$ cat config.mk
export PLATFORM = sky130hd
export DESIGN_NAME = token_bucket_rate_limiter_core
export DESIGN_NICKNAME = d
export VERILOG_FILES = /design/src/rtl/core/tbrl_pkg.sv /design/src/rtl/core/token_bucket_rate_limiter_core.sv
export SDC_FILE = /design/constraint.sdc
export NUM_CORES = 2
export LEC_CHECK = 0
export BUFFER_PORTS_ARGS = -buffer_cell sky130_fd_sc_hd__buf_2
export CORE_MARGIN = 2
export CORE_UTILIZATION = 26
export CTS_CLUSTER_DIAMETER = 120
export DETAILED_ROUTE_END_ITERATION = 8
export PLACE_DENSITY_LB_ADDON = 0.25
export SLEW_MARGIN = 15
export SYNTH_ARGS = -nofsm -noshare
export SYNTH_HDL_FRONTEND = slang
export SYNTH_SLANG_ARGS = --single-unit
$ cat constraint.sdc
create_clock -name clock -period 11.7 [get_ports clock]
set_input_delay 2.34 -clock clock [delete_from_list [all_inputs] [get_ports clock]]
set_output_delay 2.34 -clock clock [all_outputs]
set_load 0.005 [all_outputs]
$ cat src/rtl/core/tbrl_pkg.sv
`timescale 1ns / 1ps
// Package for the token bucket rate limiter: field widths, codes and the
// request and response transaction structs. It depends on nothing else.
package tbrl_pkg;

   localparam int RATE_W       = 48;
   localparam int BURST_W      = 16;
   localparam int TS_W         = 64;
   localparam int COST_W       = 32;
   localparam int WAIT_W       = 32;
   localparam int TOK_W        = 32;

   localparam int DEFAULT_TOKEN_FRAC_BITS = 16;

   // The multiplier takes one 16-bit digit of its second operand per step.
   localparam int MUL_DIGIT_W  = 16;

   // Nanoseconds per millisecond, held as a 32-bit operand for the multiplier.
   localparam int NS_OP_W      = 32;
   localparam int NS_PER_MS_W  = 20;
   localparam logic [NS_OP_W-1:0] NS_PER_MS = 32'd1000000;

   localparam int CSR_INDEX_W  = 2;
   localparam logic [CSR_INDEX_W-1:0] CSR_RATE  = 2'd0;
   localparam logic [CSR_INDEX_W-1:0] CSR_BURST = 2'd1;

   localparam logic REQ_ALLOW = 1'b0;
   localparam logic REQ_WAIT  = 1'b1;

   localparam logic [BURST_W-1:0] BURST_RESET = 16'd1;

   typedef struct packed {
      logic               req_type;
      logic [TS_W-1:0]    timestamp_ns;
      logic [COST_W-1:0]  cost_q16;
   } req_payload_type;

   typedef struct packed {
      logic               granted;
      logic [WAIT_W-1:0]  wait_ms;
      logic [TOK_W-1:0]   tokens_left_q16;
   } rsp_payload_type;

endpackage

$ cat src/rtl/core/token_bucket_rate_limiter_core.sv
`timescale 1ns / 1ps
// Token bucket rate limiter core: sequencer around one shared adder and a
// 48x16 multiplier. Depends on tbrl_pkg for widths, codes and payload structs.
//
// One request transaction is worked on at a time and yields one response
// transaction. An allow request runs four multiply steps for rate times
// elapsed time, then refill and grant. A wait query that is affordable at
// once or meets a zero rate goes straight to the response; any other one
// multiplies out the divisor and, unless the quotient saturates, runs the 32
// quotient steps of the restoring divider that shares the adder with the
// multiplier, then a rounding step. A finished response waits in an output
// register, so the next request is taken while it has not yet been collected.
// The first request after reset fills the bucket to burst. Configuration writes
// are taken in every cycle and must only be made while the block is idle.
module token_bucket_rate_limiter_core #(
   parameter int TOKEN_FRAC_BITS = tbrl_pkg::DEFAULT_TOKEN_FRAC_BITS
) (
   input  logic                                clock,
   input  logic                                reset,
   input  logic                                req_valid,
   output logic                                req_ready,
   input  tbrl_pkg::req_payload_type           req_data,
   output logic                                rsp_valid,
   input  logic                                rsp_ready,
   output tbrl_pkg::rsp_payload_type           rsp_data,
   input  logic                                csr_valid,
   output logic                                csr_ready,
   input  logic [tbrl_pkg::CSR_INDEX_W-1:0]    csr_index,
   input  logic [tbrl_pkg::RATE_W-1:0]         csr_wdata
);
   import tbrl_pkg::*;

   localparam int RATE_SHIFT = RATE_W - TOKEN_FRAC_BITS;
   localparam int ACC_W      = RATE_W + TS_W;
   localparam int NUM_W      = COST_W + RATE_SHIFT;
   localparam int DEN_W      = RATE_W + NS_PER_MS_W;
   localparam int CAP_W      = BURST_W + TOKEN_FRAC_BITS;
   localparam int CAP_X_W    = (CAP_W > TOK_W + 1) ? CAP_W : TOK_W + 1;
   localparam int MUL_STEPS  = TS_W / MUL_DIGIT_W;
   localparam int MS_STEPS   = NS_OP_W / MUL_DIGIT_W;
   localparam int CNT_W      = $clog2(WAIT_W);
   localparam int PROD_W     = RATE_W + MUL_DIGIT_W;

   typedef enum logic [8:0] {
      ST_IDLE   = 9'b000000001,
      ST_PREP   = 9'b000000010,
      ST_MUL    = 9'b000000100,
      ST_REFILL = 9'b000001000,
      ST_GRANT  = 9'b000010000,
      ST_DSET   = 9'b000100000,
      ST_DIV    = 9'b001000000,
      ST_ROUND  = 9'b010000000,
      ST_DONE   = 9'b100000000
   } state_type;

   state_type             state_ff, state_in;
   logic                  primed_ff, primed_in;
   logic [RATE_W-1:0]     rate_ff, rate_in;
   logic [BURST_W-1:0]    burst_ff, burst_in;
   logic [TOK_W-1:0]      token_ff, token_in;
   logic [TS_W-1:0]       last_time_ff, last_time_in;
   req_payload_type       req_ff, req_in;
   logic [ACC_W-1:0]      acc_ff, acc_in;
   logic [TS_W-1:0]       mop_ff, mop_in;
   logic [DEN_W-1:0]      den_ff, den_in;
   logic [COST_W-1:0]     need_ff, need_in;
   logic [WAIT_W-1:0]     numlo_ff, numlo_in;
   logic [WAIT_W-1:0]     wait_ff, wait_in;
   logic                  granted_ff, granted_in;
   logic [CNT_W-1:0]      cnt_ff, cnt_in;
   logic                  rsp_valid_ff, rsp_valid_in;
   rsp_payload_type       rsp_data_ff, rsp_data_in;

   logic [BURST_W-1:0]    burst_eff;
   logic [CAP_W-1:0]      cap_wide;
   logic [CAP_X_W-1:0]    cap_ext;
   logic [TOK_W-1:0]      cap;
   logic [PROD_W-1:0]     mul_prod;
   logic [ACC_W-1:0]      add_a, add_b;
   logic                  add_cin;
   logic [ACC_W:0]        add_sum;
   logic                  add_ge;
   logic                  add_hi_any;
   logic [TOK_W-1:0]      add32;
   logic [TOK_W:0]        refill_sum;
   logic [NUM_W-1:0]      num;
   logic [DEN_W-1:0]      den_now;
   logic [DEN_W-1:0]      div_top;
   logic                  rsp_free;

   // Bucket capacity in token units, saturating at the token register width.
   always_comb begin
      burst_eff = (burst_ff == '0) ? BURST_RESET : burst_ff;
      cap_wide  = {burst_eff, {TOKEN_FRAC_BITS{1'b0}}};
      cap_ext   = CAP_X_W'(cap_wide);
      cap       = (|cap_ext[CAP_X_W-1:TOK_W]) ? '1 : cap_ext[TOK_W-1:0];
   end

   assign mul_prod = rate_ff * mop_ff[TS_W-1 -: MUL_DIGIT_W];

   // Shared adder: shift-and-accumulate for the multiplier, trial subtract
   // of the divisor for the divider and the rounding test.
   always_comb begin
      if (state_ff == ST_MUL) begin
         add_a   = {acc_ff[ACC_W-MUL_DIGIT_W-1:0], {MUL_DIGIT_W{1'b0}}};
         add_b   = ACC_W'(mul_prod);
         add_cin = 1'b0;
      end else begin
         add_a   = {acc_ff[ACC_W-2:0],
                    (state_ff == ST_DIV) ? numlo_ff[WAIT_W-1] : 1'b0};
         add_b   = ~ACC_W'(den_ff);
         add_cin = 1'b1;
      end
      add_sum = {1'b0, add_a} + {1'b0, add_b} + {{ACC_W{1'b0}}, add_cin};
      add_ge  = add_sum[ACC_W];
   end

   always_comb begin
      add_hi_any = |acc_ff[ACC_W-1:RATE_SHIFT+TOK_W];
      add32      = acc_ff[RATE_SHIFT+TOK_W-1:RATE_SHIFT];
      refill_sum = {1'b0, token_ff} + {1'b0, add32};
      num        = {need_ff, {RATE_SHIFT{1'b0}}};
      den_now    = acc_ff[DEN_W-1:0];
      div_top    = DEN_W'(num[NUM_W-1:WAIT_W]);
      rsp_free   = !rsp_valid_ff || rsp_ready;
   end

   always_comb begin
      state_in     = state_ff;
      primed_in    = primed_ff;
      rate_in      = rate_ff;
      burst_in     = burst_ff;
      token_in     = token_ff;
      last_time_in = last_time_ff;
      req_in       = req_ff;
      acc_in       = acc_ff;
      mop_in       = mop_ff;
      den_in       = den_ff;
      need_in      = need_ff;
      numlo_in     = numlo_ff;
      wait_in      = wait_ff;
      granted_in   = granted_ff;
      cnt_in       = cnt_ff;
      rsp_valid_in = rsp_ready ? 1'b0 : rsp_valid_ff;
      rsp_data_in  = rsp_data_ff;

      if (csr_valid) begin
         case (csr_index)
            CSR_RATE:  rate_in  = csr_wdata;
            CSR_BURST: burst_in = csr_wdata[BURST_W-1:0];
            default:   ;
         endcase
      end

      case (state_ff)
         ST_IDLE: begin
            if (req_valid) begin
               req_in = req_data;
               // The first transaction after reset starts with a full bucket.
               if (!primed_ff) begin
                  token_in     = cap;
                  last_time_in = req_data.timestamp_ns;
                  primed_in    = 1'b1;
               end
               state_in = ST_PREP;
            end
         end
         ST_PREP: begin
            granted_in = 1'b0;
            wait_in    = '0;
            acc_in     = '0;
            if (req_ff.req_type == REQ_ALLOW) begin
               mop_in   = req_ff.timestamp_ns - last_time_ff;
               cnt_in   = CNT_W'(MUL_STEPS - 1);
               state_in = ST_MUL;
            end else if (token_ff >= req_ff.cost_q16) begin
               state_in = ST_DONE;
            end else if (rate_ff == '0) begin
               wait_in  = '1;
               state_in = ST_DONE;
            end else begin
               need_in  = req_ff.cost_q16 - token_ff;
               mop_in   = {NS_PER_MS, {(TS_W-NS_OP_W){1'b0}}};
               cnt_in   = CNT_W'(MS_STEPS - 1);
               state_in = ST_MUL;
            end
         end
         ST_MUL: begin
            acc_in = add_sum[ACC_W-1:0];
            mop_in = {mop_ff[TS_W-MUL_DIGIT_W-1:0], {MUL_DIGIT_W{1'b0}}};
            cnt_in = cnt_ff - 1'b1;
            if (cnt_ff == '0) begin
               state_in = (req_ff.req_type == REQ_ALLOW) ? ST_REFILL : ST_DSET;
            end
         end
         ST_REFILL: begin
            if (add_hi_any || add32 >= cap) begin
               token_in = cap;
            end else if (refill_sum > {1'b0, cap}) begin
               token_in = cap;
            end else begin
               token_in = refill_sum[TOK_W-1:0];
            end
            last_time_in = req_ff.timestamp_ns;
            state_in     = ST_GRANT;
         end
         ST_GRANT: begin
            if (token_ff >= req_ff.cost_q16) begin
               token_in   = token_ff - req_ff.cost_q16;
               granted_in = 1'b1;
            end
            state_in = ST_DONE;
         end
         ST_DSET: begin
            // When the upper part of the dividend already reaches the divisor
            // the quotient cannot fit in 32 bits and the answer saturates.
            den_in   = den_now;
            acc_in   = ACC_W'(div_top);
            numlo_in = num[WAIT_W-1:0];
            cnt_in   = CNT_W'(WAIT_W - 1);
            if (div_top >= den_now) begin
               wait_in  = '1;
               state_in = ST_DONE;
            end else begin
               state_in = ST_DIV;
            end
         end
         ST_DIV: begin
            acc_in   = add_ge ? add_sum[ACC_W-1:0] : add_a;
            wait_in  = {wait_ff[WAIT_W-2:0], add_ge};
            numlo_in = {numlo_ff[WAIT_W-2:0], 1'b0};
            cnt_in   = cnt_ff - 1'b1;
            if (cnt_ff == '0) begin
               state_in = ST_ROUND;
            end
         end
         ST_ROUND: begin
            // Round half up: twice the remainder against the divisor.
            if (add_ge && !(&wait_ff)) begin
               wait_in = wait_ff + 1'b1;
            end
            state_in = ST_DONE;
         end
         ST_DONE: begin
            if (rsp_free) begin
               rsp_valid_in                = 1'b1;
               rsp_data_in.granted         = granted_ff;
               rsp_data_in.wait_ms         = wait_ff;
               rsp_data_in.tokens_left_q16 = token_ff;
               state_in                    = ST_IDLE;
            end
         end
         default: begin
            state_in = ST_IDLE;
         end
      endcase
   end

   always_ff @(posedge clock) begin
      if (reset) begin
         state_ff     <= ST_IDLE;
         primed_ff    <= 1'b0;
         rate_ff      <= '0;
         burst_ff     <= BURST_RESET;
         token_ff     <= '0;
         last_time_ff <= '0;
         rsp_valid_ff <= 1'b0;
      end else begin
         state_ff     <= state_in;
         primed_ff    <= primed_in;
         rate_ff      <= rate_in;
         burst_ff     <= burst_in;
         token_ff     <= token_in;
         last_time_ff <= last_time_in;
         rsp_valid_ff <= rsp_valid_in;
      end
   end

   always_ff @(posedge clock) begin
      req_ff      <= req_in;
      acc_ff      <= acc_in;
      mop_ff      <= mop_in;
      den_ff      <= den_in;
      need_ff     <= need_in;
      numlo_ff    <= numlo_in;
      wait_ff     <= wait_in;
      granted_ff  <= granted_in;
      cnt_ff      <= cnt_in;
      rsp_data_ff <= rsp_data_in;
   end

   assign req_ready = (state_ff == ST_IDLE);
   assign rsp_valid = rsp_valid_ff;
   assign rsp_data  = rsp_data_ff;
   assign csr_ready = 1'b1;

endmodule

[Word level (Yosys, flattened, before mapping)]
Index checks and enable logic that the tools add are counted.
Storage, ports and cells
  register bits: 679
  output and inout port bits: 68
  logic and storage cells: 136
Operators by class
  add/sub/neg operators: 8
  $mul: 1
  $lt $le $gt $ge: 4
  equality and inequality tests: 20
  multiplexer cells: 46
  bitwise logic cells: 3
  reduce and logical (&&, ||, !) cells: 33
Operators by type and width (number)
  $pmux W112 S4: 1
  $mux W112: 3
  $mux W32: 10
  $mux W64: 5
  $pmux W64 S2: 2
  $pmux W32 S4: 1
  $add A112 B112 Y113: 1
  $add A113 B1 Y113: 1
  $not A68 Y112: 1
  $pmux W32 S3: 1
  $mux W9: 8
  $pmux W9 S8: 1
  $ge A32 B68 Y1: 1
  $ge A32 B32 Y1: 2
  $mul A48 B16 Y64: 1
  $pmux W32 S2: 1
  $sub A32 B32 Y32: 2
  $sub A64 B64 Y64: 1
  $logic_not A48 Y1: 1
  $reduce_or A48 Y1: 1
  $add A32 B32 Y33: 1
  $gt A33 B32 Y1: 1
  $add A32 B1 Y32 const B: 1
  $reduce_and A32 Y1: 1
  34 further kinds: 66

[Logic depth before layout (Yosys ltp)]
  word-level depth: 8
  mapped depth: 44
  mapped depth without buffers: 39

[Least setup slack after synthesis]
No wires, ideal clock.
  path type: register to register
  start point: reg mop_ff[60]
  end point: reg wait_ff[0] (enable)
  library setup time: 0.432 ns
  arrival: 10.396 ns
  data required time: 11.268 ns
  path slack: 0.872 ns
  cell stages (with the launch flop): 39
  cells stage by stage: edfxtp_1 clkbuf_1 clkbuf_1 nand2_1 fa_1 inv_1 fa_1 fa_1 fa_1 fa_1 inv_1 fa_1 inv_1 ha_1 a21o_1 a21oi_1 nor2_1 nor4_1 [3 not listed] a2bb2oi_1 o21ai_0 a311oi_1 xnor2_1 mux2i_1 ha_1 clkbuf_1 a21oi_1 o21a_1 a221o_1 o21ai_0 a31oi_1 o21ai_2 a22oi_1 inv_1 o311a_1 nor4_1 a21oi_1
Between the ends
  word-level cells in the longest chain between the ends: 7
Ends and longest elaborated chain
  start: declaration: line token_bucket_rate_limiter_core.sv:64  | logic [TS_W-1:0] mop_ff, mop_in;
  start signal: assignment: line token_bucket_rate_limiter_core.sv:282  | mop_ff <= mop_in;
  $mul A48 B16 Y64: line token_bucket_rate_limiter_core.sv:99  | assign mul_prod = rate_ff * mop_ff[TS_W-1 -: MUL_DIGIT_W];
  $mux W112: line token_bucket_rate_limiter_core.sv:104  | if (state_ff == ST_MUL) begin
  $add A112 B112 Y113: line token_bucket_rate_limiter_core.sv:114  | add_sum = {1'b0, add_a} + {1'b0, add_b} + {{ACC_W{1'b0}}, add_cin};
  $add A113 B1 Y113: line token_bucket_rate_limiter_core.sv:114
  $logic_and A1 B1 Y1: line token_bucket_rate_limiter_core.sv:239  | if (add_ge && !(&wait_ff)) begin
  $ne A2 B2 Y1 (no source line)
  $reduce_and A3 Y1 (no source line)
  end signal: assignment: line token_bucket_rate_limiter_core.sv:286  | wait_ff <= wait_in;
  end: declaration: line token_bucket_rate_limiter_core.sv:68  | logic [WAIT_W-1:0] wait_ff, wait_in;
No other way between the ends.
A chain may end at the register's enable or synchronous reset.

[Worst setup path after layout]
  start point: reg mop_ff[57]
  end point: reg wait_ff[14] (enable)
The elaborated chain is that of the path after synthesis.

==> impl_results.md <==
- Outcome: finished clean
- Synth Warn #: 0
- Hold slack: between 400 and 500 ps
- Via/cell ratio: around 5.1
- Crit path time final: 11250 ps
- Area delta synth->final: 12.7%
- Hold endpoint: den_ff[11]
- Post-synth top area share: 0.212
- CTS max path bufs: 3
- FP Rows: 187
- First-pass iteration count of the detailed router: 7
- Clock latency at the later pin of the worst-skew pair: 750 ps
- Top_reg_cell synth: edfxtp_1
- Worst path arrival time: 11610 ps
- Yosys cell types: 99
- DP HPWL: 200 mm
- Worst Setup Start Kind: flip-flop
- Post-route cell area: 76100 um^2
- Syn Nets: between 8000 and 9000
- Lkg Pwr: approximately 32 nW
- Antenna violations before repair: 36
- Die H: 514 um
- Maximum number of pins on one net before global-route repair: 100
- Total die area: 264000 um^2
- Hold Vio Cnt, Final: 0
- Hold WC Path Type: reg -> reg
- Starting Density: 0.261
- Setup slack, reg-to-reg: between 400 and 500 ps
- CP Max Fanout: 16
- Crit Path Class: reg -> reg
- Final #Nets: 9024
- Post-route setup TNS: 0 ps
- CP Capture Type: flip-flop
- Worst path slowest cell: edfxtp_1
- Core Area: 259000 um^2
- Hold buffer count at CTS: 0
- Max-capacitance violation count: 0
- DR iter-0 viols: 4803
- H-tree depth: 3
- Mapped Cells: 7710
- VDD IR max: a little over 0.0001 V
- First-pass GRT wire length: 382 mm
- Worst Hold Depth: 0
- Vias in the first global route: 57900
- Post-synth top area cell: edfxtp_1
- Final Slew Violations: 0
- Vias: approximately 57000
- Synth Register Bits: 647
- # DRC: 0
- RSZ-0062 raised after global routing: no
- Post-synth EDFFs: 476
- Die width: 514 um
- Worst clock skew: around 54 ps
- Min-delay src: acc_ff[11]
- Non-Filler Instances: approximately 11000
- Reg clk slew, reported paths: 60 ps
- Drt wl/cell: about 23 um
- Final setup vio count: 0
- Layout cells sized above 1: 0.0859
- GP Congestion: between 0.9 and 1
- IO Pins: 220
- Launch point of the worst reg-to-reg path: mop_ff[57]
- Port Buffers: between 200 and 250
- Synth Cell Area: 67500 um^2
- Worst reg2reg endpoint: wait_ff[14]
- Relative slew slack: 0.250
- Power Density: 110 nW/um^2
- WP data required: 12060 ps
- DRT Wirelength: 254 mm
- CTS tree: yes
- Placed Instances: 11100
- PnR Total Power: between 8 and 9 mW
- Post-DRT Antenna Nets: 0
- Clock sink count: 647
- Clk root buf: clkbuf_16
- Aggregate global-route resource usage: 0.190
- Measured slew at the worst slew-check pin: 1130 ps
- F_max: 0.0889 GHz
- Max incr delay on CP: about 800 ps
- Post-Syn Area per Cell: approximately 8.8 um^2
- Total CTS buffers: 83
- Period utilization: 0.961
- GR Overflow Total: 0
- R2R cell count: 36
- Sequential fraction of the synthesis area: 0.262
- Placed instance area: roughly 73000 um^2
- Async S/R FF share, synth: 0
- Top cells by area, synth: edfxtp_1 (21%), fa_1 (19%), ha_1 (8.0%), nand2_1 (6.1%), inv_1 (5.5%)
cell usage after synthesis (62+ instances only):
cell type  number
inv_1         989
nand3_1       115
xor2_1        141
edfxtp_1      476
nand4_1       103
o21ai_0       317
nand2_1      1099
xnor2_1       214
ha_1          430
and2_1        281
nor2_1        438
nor4_1         62
nor3_1         95
mux2i_1        81
clkbuf_1      393
fa_1          647
dfxtp_1       171
a211oi_1      127
a21o_1        150
a21oi_1       524
metrics by stage:
stage          setup WS [ps]  utilization
3_5_place_dp             154        0.282
4_1_cts                  125        0.293
3_3_place_gp             310        0.281
5_1_grt                 5.07        0.294
2_1_floorplan            872            -
6_report                 450        0.294
repair_timing:
action / 4_1_cts / 5_1_grt
gates resized for setup: 0 / 8
setup endpoints to repair: 0 / 128
buffers inserted: 0 / 21
critical path, delay by kind of cell (launching register included):
family	cells	cell delay (ps)
fa+ha+maj	8	3980
compound gates	10	2590
simple gates	8	1970
buf+inv	9	1180
flops	1	800
xor+xnor	1	340
layout by cell type (no fill, tap or decap), drive strengths merged, types with 57 or more instances in the layout:
cell type / count
xnor2: 214
dfxtp: 171
a21oi: 527
nand4: 103
nor4: 64
and2: 281
xor2: 141
o21ai: 319
inv: 1002
edfxtp: 476
a211oi: 127
nand3: 116
o21bai: 57
fa: 647
clkbuf: 107
nor2: 442
nor3: 96
nand2: 1099
a31oi: 57
mux2i: 81
buf: 447
a21o: 150
ha: 430
layout make-up:
type	instances	area (um^2)
fill	27500	183000
multi-input combinational	5626	44500
sequential	647	17700
tap	3402	4260
inverter	990	3730
timing repair buffer	447	3020
clock buffer	107	2410
clock inverter	49	472
antenna	5	12.5
cell families after synthesis:
logic type,share of synthesized area
AND/OR/NAND/NOR,0.167
AO/OA/AOI/OAI,0.159
buffers and inverters,0.0809
adder cells (fa/ha/maj),0.272
flip-flops,0.262
XOR/XNOR,0.0461
multiplexers,0.0123
other,0.0000555
report_power, final:
part,switching [mW],internal (mW)
registers,0.169,2.65
logic,1.81,1.01
clock network,1.18,1.57
total,3.15,5.22
flip-flops by register name, indices dropped and copies added (netlist names), 5 cells and up:
signal,flops
req_ff,97
last_time_ff,64
cnt_ff,5
burst_ff,16
token_ff,32
need_ff,32
wait_ff,32
rate_ff,48
den_ff,68
state_ff,9
rsp_data,65
acc_ff,112
mop_ff,64
routing by layer:
layer | GRT usage | up-vias | routed length (um)
met1 | 0.270 | 28800 | 118000
met5 | 0 | - | 109
met2 | 0.303 | 1910 | 114000
li1 | - | 26300 | -
met4 | 0.0479 | 18 | 6690
met3 | 0.0233 | 320 | 15000
how the worst max path moves through the flow:
stage                    start           to  slack [ps]
global placement    mop_ff[53]  acc_ff[107]         310
global route        mop_ff[54]  acc_ff[111]           5
floorplan           mop_ff[60]   wait_ff[0]         870
finish              mop_ff[57]  wait_ff[14]         450
CTS                 mop_ff[53]  wait_ff[12]         120
detailed placement  mop_ff[53]  wait_ff[14]         150
No activity file was read; power rests on OpenSTA's default activity.
